[config.mk]
export PLATFORM = sky130hd
export DESIGN_NAME = div64_cell
export DESIGN_NICKNAME = d
export VERILOG_FILES = /design/src/div64_pkg.sv /design/src/div64_cell.sv
export SDC_FILE = /design/constraint.sdc
export NUM_CORES = 1
export LEC_CHECK = 0
export BUFFER_PORTS_ARGS = -buffer_cell sky130_fd_sc_hd__clkbuf_2
export CELL_PAD_IN_SITES_DETAIL_PLACEMENT = 1
export CELL_PAD_IN_SITES_GLOBAL_PLACEMENT = 2
export CORE_UTILIZATION = 29
export CTS_BUF_LIST = sky130_fd_sc_hd__clkbuf_4 sky130_fd_sc_hd__clkbuf_8
export CTS_CLUSTER_SIZE = 28
export DETAILED_ROUTE_END_ITERATION = 10
export PLACE_DENSITY_LB_ADDON = 0.1
export SLEW_MARGIN = 10
export SYNTH_ARGS = -nofsm -noshare
export SYNTH_HDL_FRONTEND = slang
export SYNTH_SLANG_ARGS = --single-unit
[constraint.sdc]
create_clock -name clock -period 3.5 [get_ports clock]
set_input_delay 0.175 -clock clock [delete_from_list [all_inputs] [get_ports clock]]
set_output_delay 0.175 -clock clock [all_outputs]
set_load 0.02 [all_outputs]
[src/div64_pkg.sv]
`timescale 1ns / 1ps
`default_nettype none

package div64_pkg;

   localparam int unsigned DATA_WIDTH  = 64;
   localparam int unsigned FIELD_WIDTH = 64;
   localparam int unsigned TDATA_WIDTH = 2 * FIELD_WIDTH;

   typedef struct packed {
      logic       neg_q;
      logic       neg_r;
      logic       dbz;
   } flags_type;

   typedef struct packed {
      logic [DATA_WIDTH-1:0] rem;
      logic [DATA_WIDTH-1:0] nq;
      logic [DATA_WIDTH-1:0] den;
      flags_type             flags;
   } work_type;

endpackage

`default_nettype wire

[src/div64_cell.sv]
`timescale 1ns / 1ps
`default_nettype none

module div64_cell (
   input  wire logic                clock,
   input  wire logic                reset,
   input  wire logic                advance,
   input  wire logic                in_valid,
   input  wire div64_pkg::work_type in_work,
   output      logic                out_valid,
   output      div64_pkg::work_type out_work
);

   localparam int unsigned W = div64_pkg::DATA_WIDTH;

   logic                carry;
   logic [W-1:0]        shifted;
   logic [W:0]          diff;
   logic                take;
   logic                valid_ff;
   div64_pkg::work_type work_ff;
   div64_pkg::work_type work_in;

   always_comb begin
      carry   = in_work.rem[W-1];
      shifted = {in_work.rem[W-2:0], in_work.nq[W-1]};
      diff    = {carry, shifted} - {1'b0, in_work.den};
      take    = ~diff[W];
      work_in       = in_work;
      work_in.rem   = take ? diff[W-1:0] : shifted;
      work_in.nq    = {in_work.nq[W-2:0], take};
   end

   always_ff @(posedge clock) begin
      if (reset) begin
         valid_ff <= 1'b0;
      end else if (advance) begin
         valid_ff <= in_valid;
      end
   end

   always_ff @(posedge clock) begin
      if (advance) begin
         work_ff <= work_in;
      end
   end

   assign out_valid = valid_ff;
   assign out_work  = work_ff;

endmodule

`default_nettype wire

==> summary.txt, run 1 <==
Global route
  – Vias in the first global route: 10.5k
  – First-pass GRT wire length: 58,200 µm
  – GRT Overall Usage: 19.5%
  – Initial antenna violation count: 2
  – Largest net degree at the start of global routing: 83
  – Overflow after GRT: 0

Clock network
  – Worst-Skew Late Latency: 0.51 ns
  – H-tree Lvls: 4
  – Longest Clk Path Bufs: 2
  – Num CTS Buffers: 17
  – Worst-path clk slew: 0.11 ns
  – CTS tree: done
  – Clock Sinks: 196
  – Root Buffer: clkbuf_8

Layout
  – Area Overhead vs Synth: 49.6%
  – ANT cells: 0
  – Share of cells above drive strength 1: 33.5%
  – Core Util, Final: 44.4%
  – Register Area: 5880 µm²
  – Fill count: 4,172
  – Final #Nets: 1,844
  – Non-filler cells, final: 2,097
  – Area of the multi-input gates: 4700 µm²

Routing
  – Detailed router's first-iteration violation count: 331
  – Vias: 9,727
  – DR WL/cell: 18.0 µm
  – Vias per cell: 4.64
  – Post-route ant nets: 0
  – DRC violations left: 0
  – DRT Pass-1 Iters: 5
  – Final WL: 37,800 µm

Place
  – Dpl hpwl: 28,900 µm
  – Cell count after placement: 1,873
  – Placer's final routability congestion estimate: 0.773
  – Port buffer count: 394

STA
  – Minimum clock period: 3.42 ns
  – Final setup vio count: 0
  – Max Slew Vio Count: 0
  – Clock Skew: 0 ns
  – WHS: 0.0397 ns
  – Slew margin rel.: 51.0%
  – F_max: 292 MHz
  – Final Hold Fails: 0
  – Tcrit/Tclk final: 97.7%
  – Worst Max-Slew Pin Slew: 0.735 ns
  – Setup Total Neg Slack: 0 ns

Power and ir drop
  – Pwr per Cell Area: 410 nW/µm²
  – VDD IR max: 244 µV
  – Leakage: 7.33 nW
  – Tot Pwr: 6.74 mW

Worst setup path
  – CP required: 3.77 ns
  – Setup crit end kind: register
  – Crit path DAT: 3.69 ns
  – Critical path launch point: in_work[9]
  – FF-to-FF Start: out_valid
  – Max FO, Critical Path: 5
  – CP Launch Type: primary input
  – CP most frequent cell: o21ai_1
  – Largest stage delay on the critical path: 0.59 ns
  – CP max stage cell: or4_4
  – CP cell instances: dlygate4sd3_1 -> clkbuf_2 -> inv_1 -> ha_2 -> a21oi_1 -> o21ai_1 -> o211a_1 -> or4_4 -> a311o_1 -> a211oi_2 -> o21ai_1 -> xor2_1 -> mux2_1
  – Setup CP Type: in -> reg

Yosys
  – EDFF count, synth: 195
  – Syn Std Cell Area: 11,000 µm²
  – Mapped Nets: 1,201
  – Synthesis Warnings: 0
  – Async SR Flop Fraction: 0%
  – Top FF cell, synth: edfxtp_1
  – Sequential fraction of the synthesis area: 53.5%
  – Gate Count Post-Synth: 937
  – Post-synthesis register bit count: 196
  – Synth cell types: 75
  – Mapped Avg Cell Area: 11.7 µm²

Hold path
  – Hold Crit Start: in_work[185]
  – Worst Hold Class: in -> reg

Floorplan
  – Full die area: 38,600 µm²
  – Die W: 197 µm
  – Chip height: 197 µm
  – Starting density of the core: 29.7%
  – Core Area: 37,000 µm²
  – Rows: 70
  – # IOs: 395

Run
  – Max-cap viol count: 0

Status
  – Status: finished, final reports clean
-- worst max-delay path: cells and delay by family --
family	cells	cell delay, ns
and+or+nand+nor	1	0.59
AOI/OAI and AO/OA	6	1.45
muxes	1	0.29
buffers and inverters	3	0.74
adders and majority gates	1	0.30
xor gates and xnor gates	1	0.15
-- area by class of cell --
type / count / area share (%)
Tap cell: 504 / 3.84
Sequential cell: 196 / 35.8
Multi-Input combinational cell: 622 / 28.6
Timing Repair Buffer: 657 / 27.4
Clock buffer: 19 / 1.52
Inverter: 86 / 2.04
Clock inverter: 13 / 0.838
-- Yosys cell counts (3+ instances only) --
library cell	n	share of area (%)
o211ai_1	4	0.27
a31oi_1	7	0.40
nor2b_1	10	0.57
a211o_1	5	0.40
nand2b_1	9	0.51
o21a_1	8	0.55
a21boi_0	5	0.34
mux2_1	54	5.5
or3_1	5	0.29
nor3_1	9	0.41
buf_6	6	0.62
a21o_1	32	2.2
mux2i_1	7	0.64
inv_1	85	2.9
and3_1	7	0.40
a211oi_1	6	0.41
a311o_1	3	0.27
ha_1	64	7.3
edfxtp_1	195	53
clkbuf_1	24	0.82
nand4_1	20	1.1
o21bai_1	15	1.0
xor2_1	23	1.8
nor2_1	41	1.4
o2111ai_1	3	0.24
o22ai_1	3	0.17
and4_1	3	0.24
a21oi_1	76	3.5
o21ai_1	15	0.68
xnor2_1	34	2.7
a311oi_1	3	0.24
o31ai_1	5	0.34
or2_1	4	0.23
o21ai_0	23	1.0
nand3_1	10	0.46
nand2_1	62	2.1
o41ai_1	3	0.24
-- path summary, 6_finish.rpt --
path	end	slack (ns)	cells past startpoint
hold / removal	out_work[186]	0.04	2
hold reg to reg	out_valid	1.08	3
setup / recovery	out_work[194]	0.08	13
setup reg to reg	out_valid	2.34	3
-- per-layer routing --
metal  track usage (%)  wire length (µm)  part of all wire [%]
met1              25.1             17400                    46
met2              33.0             18000                    48
met3              4.31              1960                   5.2
met5                 0                34                 0.090
met4              5.12               466                   1.2
-- through the flow --
step           setup slack, ns  cell area, µm²
2_1_floorplan            0.237           11000
3_3_place_gp           -0.0900           14000
3_5_place_dp            -0.171           14000
4_1_cts               0.000907           16300
5_1_grt             -0.0000266           16400
6_report                0.0800           16400
-- registers in the layout, indices dropped and copies added, names as in the netlist --
signal,count
out_valid,1
out_work,195
-- timing repair --
action | 4_1_cts | 5_1_grt
setup buffers | 0 | 3
endpoints found under the hold margin | 188 | 0
hold buffers | 189 | 0
resized for setup | 0 | 24
endpoints found under the setup margin | 0 | 57
-- report_power, final --
group	switching, mW	total, mW	internal (mW)	leakage [nW]
clock	0.928	1.53	0.606	0.199
sequential	0.0791	2.98	2.90	1.92
combinational	1.26	2.22	0.966	5.22
total	2.26	6.74	4.47	7.33
-- logic make-up after synthesis --
| kind of cell | share of synthesized area [%] |
|---|---|
| multiplexers | 6.56 |
| AO/OA/AOI/OAI | 14.4 |
| flip-flops | 53.5 |
| adder cells (fa/ha/maj) | 7.48 |
| XOR/XNOR | 4.55 |
| buffers and inverters | 4.55 |
| AND/OR/NAND/NOR | 8.89 |
-- cells in the final DEF (no fill, tap or decap), types with 4 or more instances in the layout --
master	count
a211o_1	5
a211oi_1	6
a21boi_0	5
a21o_1	32
a21oi_1	73
a21oi_2	5
a31oi_1	7
and3_1	5
buf_12	5
buf_4	69
clkbuf_2	393
clkbuf_8	17
dlygate4sd3_1	189
edfxtp_1	195
ha_1	59
inv_1	85
inv_6	5
mux2_1	54
mux2i_1	7
nand2_1	62
nand2b_1	9
nand3_1	10
nand4_1	20
nor2_1	41
nor2b_1	9
nor3_1	9
o211ai_1	4
o21a_1	8
o21ai_0	22
o21ai_1	15
o21bai_1	15
o31ai_1	5
or2_1	4
or3_1	5
xnor2_1	34
xor2_1	23
Power figures use the tool's default switching activity.
==> inputs of run 2 (changes only) <==
Settings changed: CORE_UTILIZATION 29 to 32, GPL_TIMING_DRIVEN set to 0.
Clock period 3.5 ns to 3.17 ns, I/O delays scaled along.
==> run 2 against run 1 <==
Compared with the run above:
- cell count decreased by 4.1%
- worst hold slack about the same
- critical path depth increased by 1
- clock power increased by 12%
- register-to-register slack got worse by 0.33 ns
- critical path type unchanged
- largest cell class unchanged
- largest power group unchanged
==> summary.txt, run 2 (synthesis results as in run 1) <==
Layout
  – Commonest non-fill, non-tap cell in the layout: clkbuf_2
  – Final #Nets: 1,812 (-1.7%)
  – Most frequent cells in the layout: 393 x clkbuf_2, 195 x edfxtp_1, 193 x dlygate4sd3_1
  – Share of cells above drive strength 1: 30.9% (-2.6 points)
  – Core Util, Final: 48.0% (+3.6 points)
  – Area of the multi-input gates: 4770 µm² (+1.6%)
  – Max FFs per register: 195 (unchanged)
  – Fill count: 3,807 (-8.7%)
  – Area Overhead vs Synth: 47.1%
  – Register Area: 5880 µm² (unchanged)

Clock network
  – Worst-Skew Late Latency: 0.51 ns (about the same)
  – Num CTS Buffers: 17 (unchanged)
  – Longest Clk Path Bufs: 2 (unchanged)
  – CTS tree: done
  – Clock Sinks: 196 (unchanged)
  – H-tree Lvls: 4 (unchanged)
  – Worst-path clk slew: 0.11 ns (about the same)
  – Root Buffer: clkbuf_8

Routing
  – Detailed router's first-iteration violation count: 407 (+23%)
  – Post-route ant nets: 0 (unchanged)
  – DRC violations left: 0 (unchanged)
  – Vias per cell: 4.80 (+3.5%)
  – Final WL: 38,600 µm (+1.9%)
  – DRT Pass-1 Iters: 5 (unchanged)
  – DR WL/cell: 19.2 µm (+6.2%)
  – Vias: 9,656 (-0.73%)

Worst setup path
  – CP cell instances: dlygate4sd3_1 -> clkbuf_2 -> ha_4 -> nand2_1 -> o21a_1 -> a211o_1 -> or2_2 -> a21oi_4 -> o21ai_2 -> and2_4 -> o211a_4 -> clkinv_8 -> buf_8 -> mux2_1
  – Largest stage delay on the critical path: 0.53 ns (-0.06 ns)
  – WP buf/inv: 4 (+1)
  – Setup CP Type: in -> reg
  – Reg2reg end: out_valid
  – CP max stage cell: dlygate4sd3_1
  – Max FO, Critical Path: 10 (+5)
  – Crit path DAT: 3.32 ns (-0.37 ns)
  – Worst Setup EP: out_work[149]
  – CP required: 3.43 ns (-0.34 ns)
  – Critical path launch point: in_work[160]
  – Worst-case reg-to-reg path depth: 3 (unchanged)
  – CP Launch Type: primary input
  – Gate family responsible for the most delay along the worst path: compound AO/OA/AOI/OAI gates
  – FF-to-FF Start: out_valid
  – Flop2flop setup slack: 2.01 ns (-0.33 ns)
  – Setup crit end kind: register
  – Cell depth of the worst setup path: 14 (+1)

Run
  – Max-cap viol count: 0 (unchanged)

Global route
  – Met1 Resource Use GR: 28.7% (+3.6 points)
  – GRT Overall Usage: 22.2% (+2.7 points)
  – Vias in the first global route: 10.3k (-2.3%)
  – Largest net degree at the start of global routing: 105 (+27%)
  – Busiest grt layer: met2
  – GR Util met3: 4.84% (+0.53 points)
  – Overflow after GRT: 0 (unchanged)
  – GRT met2 Usage: 37.0% (+4.0 points)
  – First-pass GRT wire length: 59,700 µm (+2.6%)
  – Initial antenna violation count: 5 (+3)

Power and ir drop
  – VDD IR max: 244 µV (about the same)
  – Leakage: 7.11 nW (-3.0%)
  – Pwr per Cell Area: 459 nW/µm² (+12%)
  – Seq pwr share: 44.4% (about the same)
  – Sw Ratio: 34.4% (+0.79 points)
  – Power share of the combinational group: 32.3% (-0.7 points)
  – Net Switching: 2.55 mW (+13%)
  – Clock share of power: 23.3% (+0.5 points)
  – Internal power: 4.86 mW (+8.6%)

STA
  – Tcrit/Tclk final: 96.4%
  – Clock Skew: 0 ns (unchanged)
  – Final setup vio count: 0 (unchanged)
  – Max Slew Vio Count: 0 (unchanged)
  – Minimum clock period: 3.05 ns
  – Worst Max-Slew Pin Slew: 0.832 ns (+0.0973 ns)
  – RSZ-0062 raised after global routing: no
  – Final Hold Fails: 0 (unchanged)
  – F_max: 327 MHz
  – Slew margin rel.: 44.5% (-6.5 points)
  – Worst setup margin: 0.116 ns (+0.0357 ns)

Place
  – Dpl hpwl: 28,400 µm (-1.7%)
  – Port buffer count: 394 (unchanged)
  – Placer's final routability congestion estimate: 0.822 (+6.4%)
  – DP Worst Slack: -0.716 ns (-0.545 ns)

Floorplan
  – # IOs: 395 (unchanged)
  – Full die area: 35,000 µm² (-9.3%)
  – Starting density of the core: 32.6% (+3.0 points)
  – Chip height: 187 µm (-4.8%)
  – Core Area: 33,600 µm² (-9.0%)
  – Die W: 187 µm (-4.8%)
  – Rows: 67 (-4.3%)

Hold path
  – Worst Hold Class: in -> reg

Status
  – Status: finished, final reports clean
## run 2: cell count changes in the layout (fill, tap and decap cells not counted), moves of 3 or more
cell           before  now
clkbuf_1            0   23
ha_2                2    9
a21oi_2             5    2
buf_4              69    5
diode_2             0    3
ha_1               59   52
dlygate4sd3_1     189  193
## run 2: final cells by class
cell class	instances	share of cell area, %
multi-input combinational	622	29.6
clock inverter	15	1.02
buffer	32	1.36
sequential	196	36.4
timing repair buffer	593	24.6
inverter	86	2.08
clock buffer	17	1.45
tap	448	3.47
antenna	3	0.0465
## run 2: worst min-delay path by stage
stage | startpoint | end | slack, ns | cells past startpoint
floorplan | reset | out_valid | 0.23 | 1
global placement | reset | out_valid | 0.32 | 2
detailed placement | reset | out_valid | 0.33 | 2
CTS | in_work[131] | out_work[132] | 0.006 | 3
global route | in_work[131] | out_work[132] | 0.03 | 3
finish | in_work[131] | out_work[132] | 0.04 | 3
## run 2: layer usage
metal,part of all wire (%),up-vias
met3,5.5,36
met1,45,4645
met5,0.070,-
met2,48,265
met4,2.1,4
li1,-,4706
## run 2: what timing repair did
item,4_1_cts,5_1_grt
hold endpoints to repair,192,0
resized for setup,13,35
setup buffers,3,1
pin swaps,7,4
setup endpoints to repair,57,58
hold buffers,193,0
## run 2: worst reg2reg max path, stage by stage (launching register included)
cell,delay (ns)
dfxtp_1,0.33
mux2i_1,0.12
nor2_1,0.05
dlygate4sd3_1,0.55
## run 2: metrics by stage
stage / instance area, µm² / instances / hold WS, ns / total power, mW / setup TNS (ns)
2_1_floorplan: 11000 / 937 / 0.231 / 4.67 / 0
3_3_place_gp: 13500 / 1779 / 0.318 / 5.46 / -264.99
3_5_place_dp: 13600 / 1781 / 0.326 / 5.47 / -37.75
4_1_cts: 16000 / 2009 / 0.00595 / 7.45 / -0.000555
5_1_grt: 16100 / 2011 / 0.0319 / 7.78 / 0
6_report: 16100 / 2012 / 0.0396 / 7.41 / 0
## run 2: power groups by stage
| stage | Clock (mW) | Sequential [mW] | Combinational, mW |
|---|---|---|---|
| finish | 1.72 | 3.29 | 2.39 |
| floorplan | 0 | 3.72 | 0.953 |
| global route | 1.86 | 3.32 | 2.60 |
| CTS | 1.80 | 3.29 | 2.35 |
| detailed placement | 0 | 3.35 | 2.12 |
| global placement | 0 | 3.36 | 2.10 |
