$ cat src/div64_pkg.sv
`timescale 1ns / 1ps
`default_nettype none

package div64_pkg;

   localparam int unsigned DATA_WIDTH  = 64;
   localparam int unsigned FIELD_WIDTH = 64;
   localparam int unsigned TDATA_WIDTH = 2 * FIELD_WIDTH;

   typedef struct packed {
      logic       neg_q;
      logic       neg_r;
      logic       dbz;
   } flags_type;

   typedef struct packed {
      logic [DATA_WIDTH-1:0] rem;
      logic [DATA_WIDTH-1:0] nq;
      logic [DATA_WIDTH-1:0] den;
      flags_type             flags;
   } work_type;

endpackage

`default_nettype wire

$ cat src/div64_post.sv
`timescale 1ns / 1ps
`default_nettype none

module div64_post (
   input  wire logic                              clock,
   input  wire logic                              reset,
   input  wire logic                              advance,
   input  wire logic                              in_valid,
   input  wire div64_pkg::work_type               in_work,
   output      logic                              out_valid,
   output      logic [div64_pkg::FIELD_WIDTH-1:0] quotient,
   output      logic [div64_pkg::FIELD_WIDTH-1:0] remainder,
   output      logic                              divide_by_zero
);

   localparam int unsigned W  = div64_pkg::DATA_WIDTH;
   localparam int unsigned FW = div64_pkg::FIELD_WIDTH;

   logic [W-1:0]  q_val;
   logic [W-1:0]  r_val;
   logic [FW-1:0] quot_ff;
   logic [FW-1:0] quot_in;
   logic [FW-1:0] rem_ff;
   logic [FW-1:0] rem_in;
   logic          dbz_ff;
   logic          dbz_in;
   logic          valid_ff;

   always_comb begin
      q_val = in_work.flags.neg_q ? (~in_work.nq + W'(1)) : in_work.nq;
      r_val = in_work.flags.neg_r ? (~in_work.rem + W'(1)) : in_work.rem;
      if (in_work.flags.dbz) begin
         q_val = '0;
         r_val = '0;
      end
      quot_in = FW'(q_val);
      rem_in  = FW'(r_val);
      dbz_in  = in_work.flags.dbz;
   end

   always_ff @(posedge clock) begin
      if (reset) begin
         valid_ff <= 1'b0;
      end else if (advance) begin
         valid_ff <= in_valid;
      end
   end

   always_ff @(posedge clock) begin
      if (advance) begin
         quot_ff <= quot_in;
         rem_ff  <= rem_in;
         dbz_ff  <= dbz_in;
      end
   end

   assign out_valid      = valid_ff;
   assign quotient       = quot_ff;
   assign remainder      = rem_ff;
   assign divide_by_zero = dbz_ff;

endmodule

`default_nettype wire
$ cat config.mk
export PLATFORM = sky130hd
export DESIGN_NAME = div64_post
export DESIGN_NICKNAME = d
export VERILOG_FILES = /design/src/div64_pkg.sv /design/src/div64_post.sv
export SDC_FILE = /design/constraint.sdc
export NUM_CORES = 1
export LEC_CHECK = 0
export ABC_AREA = 1
export BUFFER_PORTS_ARGS = -buffer_cell sky130_fd_sc_hd__buf_2
export CORE_MARGIN = 4
export CORE_UTILIZATION = 35
export CTS_CLUSTER_DIAMETER = 80
export DETAILED_ROUTE_END_ITERATION = 8
export HOLD_SLACK_MARGIN = 0.02
export PLACE_DENSITY_LB_ADDON = 0.12
export SYNTH_ARGS = -nofsm -noshare
export SYNTH_HDL_FRONTEND = slang
export SYNTH_SLANG_ARGS = --single-unit
export TNS_END_PERCENT = 1
$ cat constraint.sdc
create_clock -name clock -period 2.3 [get_ports clock]
set_clock_uncertainty 0.2 [all_clocks]
set_input_delay 0.46 -clock clock [delete_from_list [all_inputs] [get_ports clock]]
set_output_delay 0.46 -clock clock [all_outputs]
set_load 0.01 [all_outputs]
==> results of run 1 <==
==> power by group through the flow <==
| stage | logic (uW) | registers, uW | clock network, uW |
|---|---|---|---|
| after global placement | 1280 | 2930 | 0 |
| after floorplan | 518 | 3050 | 0 |
| after global routing | 1420 | 2910 | 2760 |
| after detailed placement | 1280 | 2940 | 0 |
| final | 1280 | 2890 | 2600 |
| after CTS | 1290 | 2890 | 2650 |
==> kinds of logic after synthesis <==
kind of cell,count (synthesis)
and+or+nand+nor,822
AOI/OAI and AO/OA,184
buffers and inverters,136
DFF,130
adders and majority gates,2
muxes,1
==> area by class of cell <==
class	count	area [um^2]	share of cell area (%)
tap	330	413	3.59
multi-input combinational	1009	4470	38.9
sequential	130	3890	33.8
clock buffer	19	433	3.76
timing repair buffer	315	1780	15.5
antenna	1	2.50	0.0217
clock inverter	13	114	0.989
inverter	106	398	3.46
==> critical path, cell delays in order <==
cell,delay (ns)
buf_2,0.09
inv_1,0.06
buf_4,0.11
nand2_1,0.13
nor2_4,0.22
nand2_1,0.10
nor2_1,0.16
nand2_1,0.10
nand2_1,0.17
nand3_1,0.10
nand2_1,0.06
nor2_1,0.04
==> sequential cells by signal, summed over array words and instances, names as in the netlist <==
name and flops:
divide_by_zero 1, out_valid 1, quotient 64, remainder 64
==> placed cells by master, fill, tap and decap left out, drive strengths merged <==
master       netlist  layout
nand4             12      12
a31oi              1       1
o21a               3       3
ha                 2       2
nor2             360     360
mux2i              1       1
edfxtp           129     129
dlygate4sd3        0       1
dfxtp              1       1
clkinv             0       4
o21ai             86      86
o31ai              1       1
buf               21     314
nand3b             5       5
nor3b              1       1
bufinv             0       1
clkinvlp           0       7
diode              0       1
a21oi             93      93
inv              106     107
nand3             79      79
clkbuf             9      19
and2               4       4
nor3               8       8
nand2            351     351
and3               2       2
==> per-layer routing <==
| layer | part of all wire (%) | vias to the layer above | global-route usage, % |
|---|---|---|---|
| li1 | - | 4794 | - |
| met1 | 42 | 4172 | 26.6 |
| met2 | 49 | 272 | 38.9 |
| met3 | 5.8 | 52 | 4.58 |
| met4 | 3.2 | 4 | 7.16 |
| met5 | 0.044 | - | 0 |
==> what timing repair did <==
| action | in CTS | in global routing |
|---|---|---|
| endpoints found under the hold margin | 1 | 0 |
| setup endpoints to repair | 0 | 0 |
| hold buffers | 1 | 0 |
==> metrics by stage <==
step | hold slack, ns | total power (uW) | instance area [um^2] | utilization [%]
5_1_grt | 0.117 | 7080 | 11500 | 45.8
3_3_place_gp | 0.269 | 4210 | 11000 | 43.6
3_5_place_dp | 0.280 | 4220 | 11000 | 43.6
6_report | 0.0779 | 6760 | 11500 | 45.8
4_1_cts | 0.0617 | 6830 | 11500 | 45.8
2_1_floorplan | 0.328 | 3570 | 8920 | -
==> worst min-delay path by stage <==
stage | end | start | cells past startpoint | slack, ns
global placement | out_valid | out_valid | 2 | 0.27
floorplan | out_valid | out_valid | 2 | 0.33
global route | out_valid | in_valid | 3 | 0.12
detailed placement | out_valid | out_valid | 2 | 0.28
CTS | out_valid | in_valid | 3 | 0.06
finish | out_valid | in_valid | 3 | 0.08
==> results.cfg, run 1 <==
[status]
status = completed

[routing]
ant_nets = 0
wire_per_inst_um = 16.4
viasPerCell = 4.83
vias = 9294
drt-total-wl_um = 31600
firstDrtPassIters = 8
drtIter0Drc = 687
drc = 0

[synth]
synth_compound_area_share_pct = 10.8
yosys.area.top_type = edfxtp_1
ys_seq_area_share_pct = 43.7
async_flop_share_pct = 0
muxShareOfSynthArea_pct = 0.112
synth_cells = 1275
yosys.area_share.adder_pct = 0.281
ys_top_cells_by_count = 339 x nor2_1, 333 x nand2_1, 129 x edfxtp_1
ys_warn_count = 0
ys_types = 34
synth_area_leaders = edfxtp_1 43%, nor2_1 14%, nand2_1 14%, a21oi_1 5.2%, inv_1 4.3%
synth_top_area_share_pct = 43.4
synth_xor_area_share_pct = 0
synth_enable_flop_cells = 129
synth_ff_type = edfxtp_1
synth_fp_nets = 1476
syn_avg_cell_area_um2 = 6.99
ys_ff_latch = 130
synth_top_family_by_area = simple AND/OR/NAND/NOR gates
yosysMostFrequentCell = nor2_1
yosys.area_share.simple_pct = 39.0
syn_area_um2 = 8920

[sta]
worst_pin_slew_ns = 0.486
max_slew_margin_pct = 67.6
fin_crit_sh_pct = 80.4
rsz0062_at_grt = false
fmax_mhz = 541
period_minus_slack_ns = 1.85
finalSetupViolations = 0
tns_ns = 0
fin_ws_ns = 0.451
finalHoldViolCount = 0
maxSlewViolCount = 0

[global_routing]
grt_pass1_vias = 8881
grt_use_total_pct = 21.9
grt_overflow_total = 0
grt_pass1_wl_um = 48300
antenna_found_initial = 3
grt_max_degree = 63

[place]
place_congestion = 0.893
portBuffers = 264
hpwl_um = 25300
dp_cells = 1889
dp_slack_ns = 0.00367

[power]
irDropWorstVdd_v = 0.000381
sw_frac_of_total_pct = 29.4
power.share.sequential_pct = 42.7
clkPwrFrac_pct = 38.5
total_leakage_power_uw = 0.00508
power_frac_comb_pct = 18.9
p_sw_uw = 1990
p_per_area_nw_per_um2 = 587
intPower_uw = 4780

[clocking]
path_clk_slew_ns = 0.06
cts_max_level = 4
cts_buffers = 17
clockBufferDepth = 2
ctsResizeCount = 0
cts_tree = built
cts_setup_buffers = 0
root_buffer = clkbuf_16
cts_sinks = 130
worstSkewPairLatency_ns = 0.42

[die]
dieHeight_um = 168
die_area_um2 = 28100
design.core.area_um2 = 25100
die_width_um = 168
start_util_pct = 35.5
ioPinCount = 329
core.rowCount = 58

[setup_path]
setup.worst_path.end = quotient[59]
cp-start-kind = input pin
crit_start = in_work[67]
reg2reg_to = out_valid
worstPathArrival_ns = 1.82
r2r-start = out_valid
required_ns = 2.27
endpoint_kind = register
rr_worst_depth = 2
crit_type = in -> reg
r2r_slack_ns = 1.53
critPathMaxFanout = 6

[run]
maxCapViolCount = 0

[layout]
fill_cells = 2693
final_layout_size_suffix_gt1_share_pct = 25.1
area_growth_pct = 29.1
final_cells = 1923
finish.net_count = 1780

[min_path]
min_path_type = in -> reg
Power figures use the tool's default switching activity.
==> inputs of run 2 (changes only) <==
==> constraint.sdc (replaced) <==
create_clock -name clock -period 1.75 [get_ports clock]
set_clock_uncertainty 0.2 [all_clocks]
set_input_delay 0.35 -clock clock [delete_from_list [all_inputs] [get_ports clock]]
set_output_delay 0.35 -clock clock [all_outputs]
set_load 0.01 [all_outputs]
==> run 2 against run 1 <==
Against the previous run:
- highest routed layer is now met4
- cell area up 13%
- setup slack got worse by 0.40 ns
- die area did not move
- critical endpoint is now remainder[57]
- power is 37% higher
- sequential share of layout area down 4.0 points
- clock power is 35% higher
- core utilization increased by 6.1 points
- critical path type unchanged
- critical path depth is 3 lower
- non-clock buffer count grew 183
==> results.cfg, run 2 (same netlist as run 1, synthesis figures left out) <==
[status]
status = completed

[sta]
fmax_mhz = 587
worst_pin_slew_ns = 0.375
fin_crit_sh_pct = 97.4
maxSlewViolCount = 0
rsz0062_at_grt = true
period_minus_slack_ns = 1.70
finalHoldViolCount = 0
finalSetupViolations = 0
max_slew_margin_pct = 74.8
tns_ns = 0

[routing]
firstDrtPassIters = 5
met3WireLength_um = 1790
drtIter0Drc = 702
vias = 10000
wire_per_inst_um = 15.6
drt-total-wl_um = 32800
routed-wl-met2_um = 16400
wl_met1_um = 13800
ant_nets = 0
routed.top_layer = met4
viasPerCell = 4.77
drc = 0

[layout]
final_layout_size_suffix_gt1_share_pct = 34.1
mostFrequentLayoutCells = 330 x nand2_1, 328 x nor2_1, 263 x buf_2, 225 x buf_4, 129 x edfxtp_1
final_cells = 2106
fin_util_pct = 51.9
final_common_cell = nand2_1
design_area_um2 = 13000
finish.net_count = 1963
area_growth_pct = 46.2

[setup_path]
endpoint_kind = register
crit_type = in -> reg
required_ns = 1.74
critPathMaxFanout = 3
cp-start-kind = input pin
worstPathArrival_ns = 1.70
rr_worst_depth = 3

[die]
die_width_um = 168
core.rowCount = 58
start_util_pct = 35.5
dieHeight_um = 168
ioPinCount = 329
die_area_um2 = 28100
design.core.area_um2 = 25100

[clocking]
cts_buffers = 17
worstSkewPairLatency_ns = 0.43
path_clk_slew_ns = 0.07
cts_max_level = 4
root_buffer = clkbuf_16
cts_sinks = 130
clockBufferDepth = 2
cts_tree = built

[power]
clkPwrFrac_pct = 37.8
power_frac_comb_pct = 21.2
power.share.sequential_pct = 41.0
p_sw_uw = 2770
intPower_uw = 6520
sw_frac_of_total_pct = 29.8
total_leakage_power_uw = 0.00599
p_per_area_nw_per_um2 = 712
irDropWorstVdd_v = 0.000502

[run]
maxCapViolCount = 0

[global_routing]
antenna_found_initial = 1
grt_pass1_wl_um = 50500
grt_use_total_pct = 22.8
grt_overflow_total = 0
grt_max_degree = 60
grt_pass1_vias = 9620

[place]
placed_area_um2 = 12400
hpwl_um = 26600
dp_cells = 2071
portBuffers = 264
place_congestion = 0.942

[min_path]
worstHoldPathCells = 1
min_path_type = in -> reg
==> run 2: worst paths after layout <==
path | start | endpoint | slack, ns
worst max-delay path | in_work[159] | remainder[57] | 0.05
worst min-delay path | advance | remainder[58] | 0.03
worst max register to register | out_valid | out_valid | 0.39
worst min register to register | out_valid | out_valid | 0.87
==> run 2: power by group through the flow <==
stage | registers (uW) | logic, uW | clock network [uW]
CTS | 3810 | 1970 | 3600
finish | 3800 | 1970 | 3510
detailed placement | 3870 | 1960 | 0
floorplan | 4010 | 692 | 0
global placement | 3870 | 1950 | 0
global route | 3830 | 2170 | 3720
==> run 2: area by class of cell <==
type,instances,area (um^2)
Antenna cell,1,2.50
Clock buffer,17,425
Clock inverter,15,133
Fill cell,2585,12100
Inverter,106,398
Multi-Input combinational cell,1009,4590
Sequential cell,130,3890
Tap cell,330,413
Timing Repair Buffer,498,3190
==> run 2: what timing repair did <==
item,in CTS,in global routing
setup endpoints to repair,1,21
pin swaps,0,2
hold buffers,2,0
resized for setup,1,15
cloned,0,0
buffers inserted,0,0
endpoints found under the hold margin,1,0
==> run 2: worst max-delay path, stage by stage <==
cell and delay, ns:
buf_2 0.13, nor2_1 0.17, nand2_1 0.12, nor2_1 0.27, nand2_1 0.09, o21ai_0 0.34, nand3_1 0.12, nand2_1 0.07
nor2_1 0.04
==> run 2: per-layer routing <==
layer	vias up	GRT usage (%)
met5	-	0
met1	4507	28.7
met2	312	40.3
met3	48	3.40
met4	0	7.52
li1	5177	-
==> run 2: stage by stage <==
stage               hold slack (ns)  power, uW  setup slack (ns)
floorplan                     0.222       4710           -0.0212
global placement              0.267       5820            -0.456
detailed placement            0.313       5830            -0.459
CTS                          0.0263       9380            0.0563
global route                 0.0250       9720          -0.00304
finish                       0.0336       9280            0.0461
==> inputs of run 3 (changes only) <==
--- a/config.mk
+++ b/config.mk
@@ -8,7 +8,7 @@
 export ABC_AREA = 1
 export BUFFER_PORTS_ARGS = -buffer_cell sky130_fd_sc_hd__buf_2
 export CORE_MARGIN = 4
-export CORE_UTILIZATION = 35
+export CORE_UTILIZATION = 51
 export CTS_CLUSTER_DIAMETER = 80
 export DETAILED_ROUTE_END_ITERATION = 8
 export HOLD_SLACK_MARGIN = 0.02
==> constraint.sdc (replaced) <==
create_clock -name clock -period 1.75 [get_ports clock]
set_clock_uncertainty 0.2 [all_clocks]
set_input_delay 0.0875 -clock clock [delete_from_list [all_inputs] [get_ports clock]]
set_output_delay 0.0875 -clock clock [all_outputs]
set_load 0.01 [all_outputs]
==> run 3 against run 2 <==
Against the previous run:
- the run now ends with negative setup slack left
- register-to-register slack hardly changed
- clock power is 3% higher
- clock-buffer cell count is 1 higher
- first-iteration DRC count is 34% higher
- largest cell class unchanged
- largest power group unchanged
==> results.cfg, run 3 (same netlist as run 1, synthesis figures left out) <==
[setup_path]
critPathMaxFanout = 4
worstPathArrival_ns = 1.78
cp.depth = 9
path_cells = buf_2, dlygate4sd3_1, inv_1, nand3_1, nor2_2, and2_4, nand3b_1, a21oi_1, nor2_1
rr_worst_depth = 3
crit_type = in -> reg
r2r-start = out_valid
slowest_stage = dlygate4sd3_1
required_ns = 1.72
crit_buf_inv = 3
cp-start-kind = input pin
endpoint_kind = register
r2r_slack_ns = 0.39
cpPeakStageDelay_ns = 0.57
crit_start = in_work[98]
setup.worst_path.end = quotient[57]
crit_family = buffers and inverters
reg2reg_to = out_valid

[sta]
fmax_mhz = 553
period_minus_slack_ns = 1.81
worst_pin_slew_ns = 1.04
fin_ws_ns = -0.0586
maxSlewViolCount = 0
finalHoldViolCount = 0
rsz0062_at_grt = true
max_slew_margin_pct = 30.6
finalSetupViolations = 1
fin_crit_sh_pct = 103

[power]
irDropWorstVdd_v = 0.000695
p_per_area_nw_per_um2 = 703
total_leakage_power_uw = 0.00611

[clocking]
cts_setup_buffers = 0
cts_tree = built
cts_sinks = 130
worstSkewPairLatency_ns = 0.42
path_clk_slew_ns = 0.06
cts_max_level = 4
cts_buffers = 17
clockBufferDepth = 2
root_buffer = clkbuf_16

[die]
die_width_um = 140
die_area_um2 = 19700
start_util_pct = 51.7
design.core.area_um2 = 17200
ioPinCount = 329
core.rowCount = 48
dieHeight_um = 140

[layout]
finish.net_count = 2000
area_growth_pct = 52.0
final_cells = 2035
mostFrequentLayoutCells = 331 x nand2_1, 318 x nor2_1, 263 x buf_2, 140 x dlygate4sd3_1, 129 x edfxtp_1
final_layout_size_suffix_gt1_share_pct = 28.1
ff_latch_area_um2 = 3890
final_common_cell = nand2_1
fin_util_pct = 78.7
multi_input_area_um2 = 4580
diodes = 0
fill_cells = 1270

[global_routing]
antenna_found_initial = 0
grt_use_total_pct = 34.4
grt_max_degree = 63
grt_pass1_vias = 10700
grt_overflow_total = 0
grt_pass1_wl_um = 53600

[routing]
firstDrtPassIters = 6
drc = 0
routed.top_layer = met4
vias = 11000
viasPerCell = 5.43
wl_met1_um = 12900
wire_per_inst_um = 17.1
routed-wl-met2_um = 16600
ant_nets = 0
drt-total-wl_um = 34800
met3WireLength_um = 3140
drtIter0Drc = 944

[place]
portBuffers = 264
place_congestion = 1.05
dp_cells = 1863
hpwl_um = 24400

[min_path]
min_path_type = in -> reg
worstHoldPathCells = 6

[status]
violations = negative setup slack
status = finished with violations

[run]
maxCapViolCount = 0
## run 3: tightest hold or removal path: cells and delay by family
kind                   cells  cell delay [ns]
buffers and inverters      3             0.23
AND/OR/NAND/NOR            3             0.19
## run 3: where the power goes
part	switching [uW]	internal [uW]	total (uW)
logic	1210	913	2120
registers	75.9	3730	3810
clock network	1400	2200	3600
## run 3: worst min path at each step
stage	start	slack (ns)	end
final	in_work[107]	0.008	quotient[40]
after global placement	reset	0.05	out_valid
after detailed placement	reset	0.06	out_valid
after global routing	in_work[107]	0.06	quotient[40]
after floorplan	reset	-0.04	out_valid
after CTS	in_work[107]	0.03	quotient[40]
## run 3: area by class of cell
class                      count  area share (%)
timing repair buffer         535            28.3
multi-input combinational   1009            33.8
inverter                     106            2.93
clock buffer                  18            3.17
clock inverter                12            1.05
sequential                   130            28.7
tap                          225            2.08
## run 3: layer usage
layer	vias up	GRT usage, %
met5	-	0
met4	0	20.1
met3	158	5.94
met2	701	58.1
met1	4953	41.4
li1	5233	-
## run 3: what timing repair did
item | in CTS | in global routing
resized for setup | 0 | 43
endpoints found under the hold margin | 135 | 0
endpoints found under the setup margin | 0 | 51
hold buffers | 142 | 0
## run 3: per-stage QoR
| step | area [um^2] | hold WS (ns) | setup WS (ns) | power (uW) | setup TNS (ns) |
|---|---|---|---|---|---|
| 3_5_place_dp | 11400 | 0.0585 | -0.283 | 5640 | -4.35 |
| 2_1_floorplan | 8920 | -0.0401 | 0.162 | 4690 | 0 |
| 6_report | 13600 | 0.00783 | -0.0586 | 9530 | -0.0586 |
| 4_1_cts | 13500 | 0.0264 | 0.00405 | 9450 | 0 |
| 3_3_place_gp | 11400 | 0.0459 | -0.207 | 5610 | -2.09 |
| 5_1_grt | 13600 | 0.0550 | -0.112 | 9850 | -1.12 |
