## src/div64_pkg.sv

```systemverilog
`timescale 1ns / 1ps
`default_nettype none

package div64_pkg;

   localparam int unsigned DATA_WIDTH  = 64;
   localparam int unsigned FIELD_WIDTH = 64;
   localparam int unsigned TDATA_WIDTH = 2 * FIELD_WIDTH;

   typedef struct packed {
      logic       neg_q;
      logic       neg_r;
      logic       dbz;
   } flags_type;

   typedef struct packed {
      logic [DATA_WIDTH-1:0] rem;
      logic [DATA_WIDTH-1:0] nq;
      logic [DATA_WIDTH-1:0] den;
      flags_type             flags;
   } work_type;

endpackage

`default_nettype wire

```

## src/div64_prep.sv

```systemverilog
`timescale 1ns / 1ps
`default_nettype none

module div64_prep (
   input  wire logic                                clock,
   input  wire logic                                reset,
   input  wire logic                                advance,
   input  wire logic                                in_valid,
   input  wire logic [div64_pkg::FIELD_WIDTH-1:0]   dividend,
   input  wire logic [div64_pkg::FIELD_WIDTH-1:0]   divisor,
   input  wire logic                                signed_mode,
   output      logic                                out_valid,
   output      div64_pkg::work_type                 out_work
);

   localparam int unsigned W = div64_pkg::DATA_WIDTH;

   logic [W-1:0]        num;
   logic [W-1:0]        den;
   logic                num_neg;
   logic                den_neg;
   logic                valid_ff;
   logic                valid_in;
   div64_pkg::work_type work_ff;
   div64_pkg::work_type work_in;

   always_comb begin
      num     = dividend[W-1:0];
      den     = divisor[W-1:0];
      num_neg = signed_mode & num[W-1];
      den_neg = signed_mode & den[W-1];
      valid_in = in_valid;
      work_in.rem         = '0;
      work_in.nq          = num_neg ? (~num + W'(1)) : num;
      work_in.den         = den_neg ? (~den + W'(1)) : den;
      work_in.flags.neg_q = num_neg ^ den_neg;
      work_in.flags.neg_r = num_neg;
      work_in.flags.dbz   = (den == '0);
   end

   always_ff @(posedge clock) begin
      if (reset) begin
         valid_ff <= 1'b0;
      end else if (advance) begin
         valid_ff <= valid_in;
      end
   end

   always_ff @(posedge clock) begin
      if (advance) begin
         work_ff <= work_in;
      end
   end

   assign out_valid = valid_ff;
   assign out_work  = work_ff;

endmodule

`default_nettype wire

```

## config.mk

```make
export PLATFORM = sky130hd
export DESIGN_NAME = div64_prep
export DESIGN_NICKNAME = d
export VERILOG_FILES = /design/src/div64_pkg.sv /design/src/div64_prep.sv
export SDC_FILE = /design/constraint.sdc
export NUM_CORES = 1
export LEC_CHECK = 0
export BUFFER_PORTS_ARGS = -buffer_cell sky130_fd_sc_hd__buf_4
export CAP_MARGIN = 10
export CORE_UTILIZATION = 44
export DETAILED_ROUTE_END_ITERATION = 12
export GPL_ROUTABILITY_DRIVEN = 0
export PLACE_DENSITY = 0.78
export SLEW_MARGIN = 40
export SYNTH_ARGS = -nofsm -noshare
export SYNTH_HDL_FRONTEND = slang
export SYNTH_SLANG_ARGS = --single-unit
```

## constraint.sdc

```tcl
create_clock -name clock -period 3 [get_ports clock]
set_clock_uncertainty 0.2 [all_clocks]
set_input_delay 0.45 -clock clock [delete_from_list [all_inputs] [get_ports clock]]
set_output_delay 0.45 -clock clock [all_outputs]
set_load 0.02 [all_outputs]
```

==> run summary, run 1 <==
In this run the critical register-to-register path is launched from out_valid$_SDFFE_PP0P_. The cell depth of the worst flop-to-flop path is 2. The sequential-to-total area share from yosys stat came out at 53.0%. The number of port buffers came out at between 200 and 300. The largest stage delay on the critical path came out at roughly 0.54 ns.

The count of unresolved DRC violations after routing is 0. The antenna diode instance count is 0. The cell row count is 47. STA classifies the critical path endpoint as a flip-flop. The critical path goes through buf_4 -> or4_1 -> or4_1 -> buf_4 -> nor4_4 -> a31oi_1 -> xor2_1. The setup slack on the worst flop-to-flop path came out at about 2.2 ns. Leaving out fill and tap cells, the most frequent cells in the layout are buf_4 (303), edfxtp_1 (131), xor2_1 (97). The die extent in x is ~130 microns. The number of failing hold endpoints at the final stage came to 0. Derived from the worst setup path, the maximum achievable clock frequency is about 380 MHz. The count of cells along the worst hold path came out at 1. The length of the first detailed-routing pass in iterations came out at 5. The initial utilization of the core area, before any placement, comes to between 40% and 50%. The initial antenna violation count is 0. The sum of buffers and inverters on the critical path is 2. The share of flip-flops with an asynchronous set or reset after synthesis came out at 0%. The via density per instance came out at roughly 5.3. Among cell families on the critical path, the largest total delay comes from simple AND/OR/NAND/NOR gates. Cells fill between 60% and 70% of the core in the end. IR analysis of the VDD net gives a maximum drop of 404 uV. The shortest clock period the worst path allows after layout came out at about 2.7 ns. The final cycle utilization of the critical path came out at between 80 and 90%. The routed layout has 6478 vias. The largest total area in the synthesized netlist belongs to edfxtp_1. The buffer levels on the longest clock path came out at 2. By area the synthesized netlist is led by edfxtp_1 (53%), xor2_1 (11%), buf_4 (6.5%). The DRC marker count from the first detailed-route iteration came out at around 460.

The global-route wire length before repair is between 30 and 40 mm. The routed wire length came out at 21.5 mm. The number of instances in the synthesized netlist came out at 678. The vertical die dimension came out at between 100 and 150 microns. Setup repair after global routing left no endpoint under its margin. The overall fraction of global-route tracks in use is 24.8%.

The most common cell after layout, fill and taps aside is buf_4. The average instance area after synthesis came out at 11.0 sq um. Yosys mapped a number of flops with a built-in enable equal to 131.

Setup violations remaining at the end of the flow were counted as 0. The worst-case headroom to the max-slew limit is between 40% and 50%. The path with the worst hold slack has its endpoint at out_work[3]$_DFFE_PP_. The critical path is of the primary input to flip-flop type.

The hold slack is just under 0.03 ns. Max-cap violations in this run came to 0. The largest individual stage delay along the critical path comes from the cell or4_1. The H-tree level count is 4. Data on the critical path arrives at its endpoint at around 2.6 ns. The cell at the root of the clock tree is clkbuf_16. The register clock-pin slew on the reported worst setup and hold paths came out at about 0.06 ns. The tightest min-delay check is of the primary input to flip-flop type.

The cell area that synthesis handed to floorplanning was 7460 sq um. Pin placement for this block handled 329 I/O pins. The worst register-to-register path ends at out_valid$_SDFFE_PP0P_.

The worst setup path is launched from a primary input. The sum of overflow across all layers after global routing is 0. Of the cells placed in the final design, the portion with a size suffix greater than 1 is about a third.

The area enclosed by the die boundary is between 15000 and 20000 sq um. The slew at the pin with the worst max-slew slack came out at roughly 0.76 ns. Detailed placement finished with a half-perimeter wire length of 16.6 mm.

From synthesis to final layout, the design area changed by 38.6%. The core area came out at between 15000 and 20000 sq um. The mean routed wirelength per cell came out at ~18 microns.

TritonCTS created 17 clock buffers. TritonCTS built the clock tree. The power per cell area is between 500 and 600 nW/um^2. The residual antenna-violating net count after detailed routing is 0. The worst-skew pair later-pin latency came out at ~0.42 ns. The layout has about 1300 filler cells. STA puts the critical path data required time at 2.97 ns. The pin count of the biggest net entering global routing came out at 50. After synthesis, the netlist uses 44 different library cells. The max-slew violation count is 0. The total of flip-flops plus latches after synthesis came out at 132. The number of warning messages in the yosys log is 0. The layout net count came out at ~1100. The maximum fanout count along the critical path is 5.

The run finished with clean final reports. The share of the synthesized area in the top cell type came out at around 53%. The via count of the first global-routing pass came out at 6068.

The hold path startpoint is divisor[0]. Adding up every negative setup slack in the final design gives 0 ns. The leakage power figure is about 4.4 nW. CTS saw ~130 sinks. In the synthesized netlist the dominant register cell turns out to be edfxtp_1.
## logic make-up after synthesis
kind of cell / count (synthesis) / share of synthesized area [%]
other cells: 1 / 0.0503
flops: 132 / 53.0
fa+ha+maj: 2 / 0.335
buf+inv: 96 / 8.13
compound gates: 108 / 8.70
xor+xnor: 123 / 14.4
simple gates: 215 / 15.2
mux: 1 / 0.134
## synth_stat cells, types with 2 or more instances
cell      instances
o21ai_0           8
nor4_2            2
or4_1             8
or2_2             4
or3_1            11
buf_4            65
a21oi_1          46
and2_1            2
nor3_1           43
nor2_1           76
nand2_1          23
nor4_4            4
a31oi_1          32
inv_1            12
nand3b_1          2
a41oi_1           7
edfxtp_1        131
clkbuf_1         15
ha_1              2
nand4_1           6
o41ai_1           4
xor2_1           97
nor4_1           18
xnor2_1          26
o31ai_1           9
nand3_1           7
## worst reg2reg max path, stage by stage (launching register included)
cell,delay [ns]
dfxtp_1,0.31
mux2i_1,0.12
nor2_1,0.05
## metal layers
metal  global-route usage, %  vias to the layer above  part of all wire [%]
met3                    5.42                       61                   8.1
met2                    43.1                      398                    51
met5                       0                        -                     0
met4                    12.7                        0                   4.0
met1                    28.7                     3034                    37
li1                        -                     2985                     -
## worst max-delay path by stage
stage                       from                      end  slack (ns)  depth (start not counted)
finish              dividend[18]  out_work[115]$_DFFE_PP_        0.34                          7
CTS                 dividend[18]  out_work[120]$_DFFE_PP_        0.38                          8
floorplan           dividend[18]  out_work[123]$_DFFE_PP_        0.06                          7
global route        dividend[18]  out_work[120]$_DFFE_PP_        0.27                          8
detailed placement  dividend[18]  out_work[115]$_DFFE_PP_       -0.04                          7
global placement    dividend[18]  out_work[120]$_DFFE_PP_       -0.03                          8
## per-stage QoR
step	worst slack [ns]	instances	area (sq um)	total power (W)
final	0.340	1218	10300	0.00547
after global routing	0.270	1218	10300	0.00565
after global placement	-0.0297	1185	9770	0.00351
after detailed placement	-0.0416	1185	9770	0.00353
after floorplan	0.0642	741	7700	0.00296
after CTS	0.384	1218	10300	0.00551
## report_power, final
part	leakage, nW	switching, W	internal [W]
clock	0.257	0.000830	0.00115
combinational	2.83	0.000687	0.000477
sequential	1.29	0.0000642	0.00226
## flip-flops by register name (all words and copies together), names as in the netlist
signal and count:
out_valid 1, out_work 131
## layout make-up
cell class | instances | area, sq um | share of cell area (%)
Clock inverter | 14 | 131 | 1.27
Timing Repair Buffer | 308 | 2360 | 22.9
Tap cell | 220 | 275 | 2.66
Inverter | 13 | 48.8 | 0.472
Clock buffer | 18 | 429 | 4.15
Sequential cell | 132 | 3950 | 38.2
Multi-Input combinational cell | 513 | 3140 | 30.4
## timing repair
item                                   in CTS  in global routing
hold buffers                                1                  0
buffers inserted                            0                  0
gates resized for setup                     0                  0
endpoints found under the hold margin       1                  0
(Power assumes the default switching activity.)
==> inputs of run 2 (changes only) <==
--- a/config.mk
+++ b/config.mk
@@ -7,10 +7,12 @@
 export LEC_CHECK = 0
 export BUFFER_PORTS_ARGS = -buffer_cell sky130_fd_sc_hd__buf_4
 export CAP_MARGIN = 10
+export CORE_MARGIN = 1.5
 export CORE_UTILIZATION = 44
 export DETAILED_ROUTE_END_ITERATION = 12
 export GPL_ROUTABILITY_DRIVEN = 0
 export PLACE_DENSITY = 0.78
+export SETUP_SLACK_MARGIN = 0.2
 export SLEW_MARGIN = 40
 export SYNTH_ARGS = -nofsm -noshare
 export SYNTH_HDL_FRONTEND = slang
==> run 2 against run 1 <==
Effect of this change: global-route usage down 1.3 points; sequential cell count unchanged; sequential share of layout area is 0.15 points higher; setup slack worse by 0.0037 ns; wire length down 0.89%; critical path type unchanged.
==> run summary, run 2 (synthesis results as in run 1) <==
The flow ran to the end, and the final reports show no timing, DRC or antenna violations. The max-slew violation count is 0 (unchanged). Setup repair after global routing left no endpoint under its margin. The via count of the first global-routing pass is 5959 (-1.8%). The antenna diode instance count came out at 0 (unchanged). Leaving out fill and tap cells, the most frequent cell in the layout is buf_4. The total number of vias came out at 6377 (-1.6%). The residual antenna-violating net count after detailed routing was 0 (unchanged). The startpoint identified for the worst register-to-register timing path is out_valid$_SDFFE_PP0P_.

The total of max-cap violations is 0 (unchanged). The capture instance of the worst register-to-register path is out_valid$_SDFFE_PP0P_. The worst-case vdd ir drop came to 394 uV (-2.5%). The finished layout cell area is 10300 sq um (-0.39%). The count of cells along the worst hold path is 1 (unchanged). The total clock sinks came out at 132 (unchanged). The final setup TNS is 0 ns (unchanged). The detailed-placement wirelength estimate is 16.3 mm (-2.1%). Leaving out fill and tap cells, the most frequent cells in the layout are buf_4 (292), edfxtp_1 (131), xor2_1 (97). The cell at the root of the clock tree is clkbuf_16. The proportion of layout cells with a drive suffix above 1 came out at 34.3% (-0.72 points). The CTS buffer count came out at 17 (unchanged). The vertical die dimension came out at 133 microns (+0.76%). The total placed instance area came out at 9670 sq um (-1.1%). The power per cell area is 550 nW/um^2 (+4.1%). The required time at the endpoint of the critical path came out at 2.96 ns (about the same). The setup slack on the worst flop-to-flop path was 2.22 ns (about the same). The highest metal layer carrying signal wires in the routed design is met4.

The core area came out at 16600 sq um (unchanged). The placed instance count is 1172 (-1.1%). The register clock-pin slew on the reported worst setup and hold paths is 0.06 ns (about the same). The die extent in x came out at 133 microns (+0.76%). The wire length the detailed router placed on met1 came out at 7.54 mm (-4.9%). The cell row count came out at 47 (unchanged). The number of port buffers is 264 (unchanged). The pin count of the biggest net entering global routing is 133 (+170%). The endpoint of the worst hold-timing path is out_work[3]$_DFFE_PP_. The number of flip-flops under the largest register name came out at 131 (unchanged). The area enclosed by the die boundary is 17800 sq um (+1.5%). The maximum fanout count along the critical path is 5 (unchanged).

The worst setup path is captured at a flip-flop. In this run the worst hold path is classified as primary input to flip-flop. The total power of the final layout was 0.00567 W (+3.7%).

The DRC marker count from the first detailed-route iteration is 380 (-18%). The critical path is of the primary input to flip-flop type. The TritonCTS clock tree is done.

The cell depth of the worst flop-to-flop path is 2 (unchanged). The filler-free cell count of the finished design is 1204 (-1.1%). The mean routed wirelength per cell is 17.7 microns (+0.26%). The worst-case headroom to the max-slew limit came out at 48.6% (-0.36 points).

The hold path startpoint is divisor[0]. The buffer levels on the longest clock path is 2 (unchanged). The layout net count is 1107 (-1.2%).

The overall fraction of global-route tracks in use is 23.4% (-1.3 points). The layout filler cell count is 1330 (+0.61%). The sum of overflow across all layers after global routing is 0 (unchanged). The leakage power figure is 4.36 nW (-0.22%). The count of unresolved DRC violations after routing came out at 0 (unchanged). The length of the first detailed-routing pass in iterations came out at 5 (unchanged). The number of ports placed on the die boundary is 329 (unchanged). The area growth from synthesis to layout is 38.1%.

The hold slack came out at 0.0292 ns (+0.000310 ns). The maximum operating frequency came out at 375 MHz (-0.14%). The initial antenna violation count came out at 0 (unchanged). The setup violation total in the final timing report came out at 0 (unchanged). The final cycle utilization of the critical path came out at 88.8% (+0.12 points). The worst-skew pair later-pin latency came to 0.41 ns (about the same).

The via density per instance came out at 5.30 (-0.41%). The type of element launching the critical path is a primary input. The routed length on met2 came out at 11.0 mm (+0.57%).

The amount of wire on met3 after detailed routing came out at 1.84 mm (+5.3%). The number of failing hold endpoints at the final stage came to 0 (unchanged). The number of instances resized during post-cts repair is 0 (unchanged). The routed wire length came to 21.3 mm (-0.89%). The global-route wire length before repair was 31.7 mm (-3.4%). The H-tree level count came out at 4 (unchanged). The shortest clock period the worst path allows after layout is 2.66 ns (+0.00373 ns). The starting utilization of the core area came to 45.0% (unchanged). The worst path arrival time came out at 2.62 ns (about the same). The slew at the pin with the worst max-slew slack came out at 0.771 ns (+0.00675 ns).
## run 2: repair_timing
action,4_1_cts,5_1_grt
hold buffers,1,0
hold endpoints to repair,1,0
buffers inserted,0,0
## run 2: metrics by stage
stage	util [%]	setup WS, ns
floorplan	-	0.139
global placement	58.3	-0.0265
detailed placement	58.3	-0.0550
CTS	62.1	0.376
global route	62.1	0.271
finish	62.1	0.337
## run 2: power by group
| group | switching (W) | leakage (nW) | total (W) | internal, W |
|---|---|---|---|---|
| clock network | 0.000796 | 0.293 | 0.00219 | 0.00140 |
| logic | 0.000686 | 2.78 | 0.00115 | 0.000464 |
| registers | 0.0000628 | 1.29 | 0.00233 | 0.00227 |
## run 2: area by class of cell
type,instances,area (sq um),area share [%]
clock inverters,14,199,1.93
multi-input cells,513,3160,30.7
inverters,13,48.8,0.474
well taps,220,275,2.67
repair buffers,295,2240,21.8
clock buffers,17,425,4.13
flip-flops and latches,132,3950,38.4
## run 2: worst max path at each step
stage	start	end	slack, ns	cells past startpoint
4_1_cts	dividend[18]	out_work[115]$_DFFE_PP_	0.38	7
3_5_place_dp	dividend[18]	out_work[115]$_DFFE_PP_	-0.06	7
2_1_floorplan	dividend[18]	out_work[104]$_DFFE_PP_	0.14	8
6_report	dividend[18]	out_work[115]$_DFFE_PP_	0.34	7
5_1_grt	dividend[18]	out_work[115]$_DFFE_PP_	0.27	7
3_3_place_gp	dividend[18]	out_work[115]$_DFFE_PP_	-0.03	7
## run 2: routing by layer
metal | track usage [%] | up-vias
met4 | 11.1 | 0
met1 | 25.9 | 2974
met3 | 5.67 | 61
li1 | - | 2949
met5 | 0 | -
met2 | 42.5 | 393
## run 2: worst max-delay path, stage by stage
cell and delay (ns):
buf_4 0.12, or4_1 0.55, or4_1 0.55, buf_4 0.19
nor4_4 0.42, a31oi_1 0.17, xor2_1 0.17
==> inputs of run 3 (changes only) <==
--- a/config.mk
+++ b/config.mk
@@ -7,11 +7,13 @@
 export LEC_CHECK = 0
 export BUFFER_PORTS_ARGS = -buffer_cell sky130_fd_sc_hd__buf_4
 export CAP_MARGIN = 10
+export CELL_PAD_IN_SITES_DETAIL_PLACEMENT = 1
+export CELL_PAD_IN_SITES_GLOBAL_PLACEMENT = 1
 export CORE_MARGIN = 1.5
-export CORE_UTILIZATION = 44
+export CORE_UTILIZATION = 29
 export DETAILED_ROUTE_END_ITERATION = 12
 export GPL_ROUTABILITY_DRIVEN = 0
-export PLACE_DENSITY = 0.78
+export PLACE_DENSITY_LB_ADDON = 0.1
 export SETUP_SLACK_MARGIN = 0.2
 export SLEW_MARGIN = 40
 export SYNTH_ARGS = -nofsm -noshare
==> run 3 against run 2 <==
Effect of this change: clock power fell by 2%; register-to-register slack hardly changed; critical path type unchanged; highest routed layer unchanged; clock-buffer cell count is 2 higher; wire length is 9.5% higher; critical endpoint is now out_work[46]$_DFFE_PP_; critical path depth grew 1; non-clock buffer count grew 10; sequential share of layout area is 0.80 points lower.
==> run summary, run 3 (synthesis results as in run 1) <==
The flow ran to the end, and the final reports show no timing, DRC or antenna violations. The largest stage delay on the critical path is 0.53 ns (-0.02 ns). The number of failing hold endpoints at the final stage is 0 (unchanged). The sum of overflow across all layers after global routing was 0 (unchanged). The total clock sinks came to 132 (unchanged). The number of hold buffers added after cts came to 2 (+1).

The overall fraction of global-route tracks in use came to 17.4% (-6.0 points). The total of max-cap violations is 0 (unchanged). The sum of buffers and inverters on the critical path came out at 3 (+1).

The core area is 25200 sq um (+52%). The initial antenna violation count is 0 (unchanged). The worst setup path is captured at a flip-flop.

The setup slack on the worst flop-to-flop path is 2.22 ns (about the same). The shortest clock period the worst path allows after layout came out at 2.64 ns (-0.0257 ns). The register clock-pin slew on the reported worst setup and hold paths came out at 0.06 ns (about the same). The via density per instance is 4.57 (-14%). The highest-delay cell along the critical path is dlygate4sd3_1. The slew at the pin with the worst max-slew slack is 0.592 ns (-0.179 ns). The setup violation total in the final timing report is 0 (unchanged).

The final setup TNS was 0 ns (unchanged). The power per cell area is 534 nW/um^2 (-2.9%). The cell family contributing the most delay on the critical path is simple AND/OR/NAND/NOR gates. The final cycle utilization of the critical path is 87.9% (-0.86 points). The utilization after layout is 41.8% (-20 points). The proportion of layout cells with a drive suffix above 1 came out at 34.4% (about the same). The maximum operating frequency was 379 MHz (+0.97%). The cell depth of the worst flop-to-flop path came out at 2 (unchanged). The area enclosed by the die boundary came out at 26700 sq um (+50%). The starting utilization of the core area came out at 29.6% (-15 points). The type of element launching the critical path is a primary input. The count of unresolved DRC violations after routing came out at 0 (unchanged). The H-tree level count is 4 (unchanged).

The DRC marker count from the first detailed-route iteration came out at 241 (-37%). The total number of vias is 6059 (-5.0%). The worst hold path belongs to the class primary input to flip-flop. The maximum fanout count along the critical path is 6 (+1). The mean routed wirelength per cell came out at 17.6 microns (-0.54%). The number of port buffers was 264 (unchanged). Leaving out fill and tap cells, the most frequent cell in the layout is buf_4.

The CTS buffer count came out at 17 (unchanged). The pin count of the biggest net entering global routing came out at 49 (-63%). The depth of the critical timing path with buffers and inverters included came out at 8 (+1). The vertical die dimension was 163 microns (+23%). The number of flip-flops under the largest register name is 131 (unchanged). The routed wire length came to 23.3 mm (+9.5%). The global-route wire length before repair is 35.3 mm (+12%). The number of buffers inserted to repair setup after CTS is 0 (unchanged). The worst-case headroom to the max-slew limit is 60.2% (+12 points). The residual antenna-violating net count after detailed routing came out at 0 (unchanged).

The cell row count is 58 (+23%). The area of the multi-input gates came out at 3160 sq um (unchanged). The required time at the endpoint of the critical path came to 2.96 ns (about the same). The die extent in x was 163 microns (+23%). The critical path goes through dlygate4sd3_1 -> buf_4 -> nor3_1 -> buf_4 -> nand4_1 -> nor2_1 -> a41oi_1 -> xor2_1. Setup repair after global routing left no endpoint under its margin.

The area growth from synthesis to layout is 41.0%. Among the stages of the critical path, the cell type that occurs most often is buf_4. The worst slack at placement is -0.0585 ns (-0.00347 ns). The antenna diode instance count is 0 (unchanged). In the layout the commonest cells are buf_4 (297), edfxtp_1 (131), xor2_1 (97). The total area of sequential cells came out at 3950 sq um (unchanged). The layout net count came out at 1117 (+0.90%).

The max-slew violation count came out at 0 (unchanged). The placed instance count came to 1291 (+10%). The worst-case vdd ir drop is 274 uV (-30%). The TritonCTS clock tree is done. The buffer levels on the longest clock path is 2 (unchanged). The detailed-placement wirelength estimate came out at 18.1 mm (+11%). The count of cells along the worst hold path came out at 1 (unchanged). CTS placed an instance of clkbuf_16 at the clock tree root. The via count of the first global-routing pass came to 6266 (+5.2%). The worst-skew pair later-pin latency came out at 0.42 ns (about the same). The total power of the final layout came out at 0.00562 W (-0.80%). The final critical-path setup slack came out at 0.362 ns (+0.0257 ns). The length of the first detailed-routing pass in iterations came out at 4 (-1).

The number of instances resized during post-cts repair came to 0 (unchanged). The layout filler cell count came out at 2815 (+110%). The number of ports placed on the die boundary came to 329 (unchanged). The filler-free cell count of the finished design came out at 1325 (+10%). The worst path arrival time was 2.60 ns (-0.02 ns). The leakage power figure is 4.41 nW (+1.0%). The worst setup path is of the primary input to flip-flop kind.
## run 3: changes by cell type in the layout (fill, tap and decap cells not counted), sizes merged
cell	before	now
buf	294	303
bufinv	4	3
clkbuf	17	19
clkinv	2	5
clkinvlp	4	2
dlygate4sd3	1	2
inv	17	16
## run 3: final timing paths
check | from | end
min | dividend[0] | out_work[67]$_DFFE_PP_
max reg2reg | out_valid$_SDFFE_PP0P_ | out_valid$_SDFFE_PP0P_
min reg2reg | out_valid$_SDFFE_PP0P_ | out_valid$_SDFFE_PP0P_
max | divisor[0] | out_work[46]$_DFFE_PP_
## run 3: routing by layer
layer	GRT usage, %	vias up	wire length, microns
li1	-	2971	-
met1	21.1	2876	9960
met2	29.5	194	11300
met3	5.61	18	1820
met4	4.75	0	238
met5	0	-	0
## run 3: cell type report
type	count	share of cell area, %
clock buffer	19	4.11
clock inverter	13	1.47
inverter	13	0.464
multi-input combinational	513	30.0
sequential	132	37.6
tap	330	3.92
timing repair buffer	305	22.4
## run 3: power breakdown
group          switching, W  internal, W  leakage, nW
clock network      0.000843      0.00131        0.279
logic              0.000678     0.000472         2.84
registers         0.0000619      0.00226         1.29
## run 3: worst reg2reg max path: stages, from the launching register on
cell	delay (ns)
dfxtp_1	0.31
mux2i_1	0.12
nor2_1	0.05
## run 3: stage by stage
stage / hold WS, ns / area (sq um)
5_1_grt: 0.0197 / 10500
3_3_place_gp: 0.280 / 9920
4_1_cts: 0.00578 / 10500
2_1_floorplan: 0.322 / 7720
6_report: 0.0255 / 10500
3_5_place_dp: 0.302 / 9920
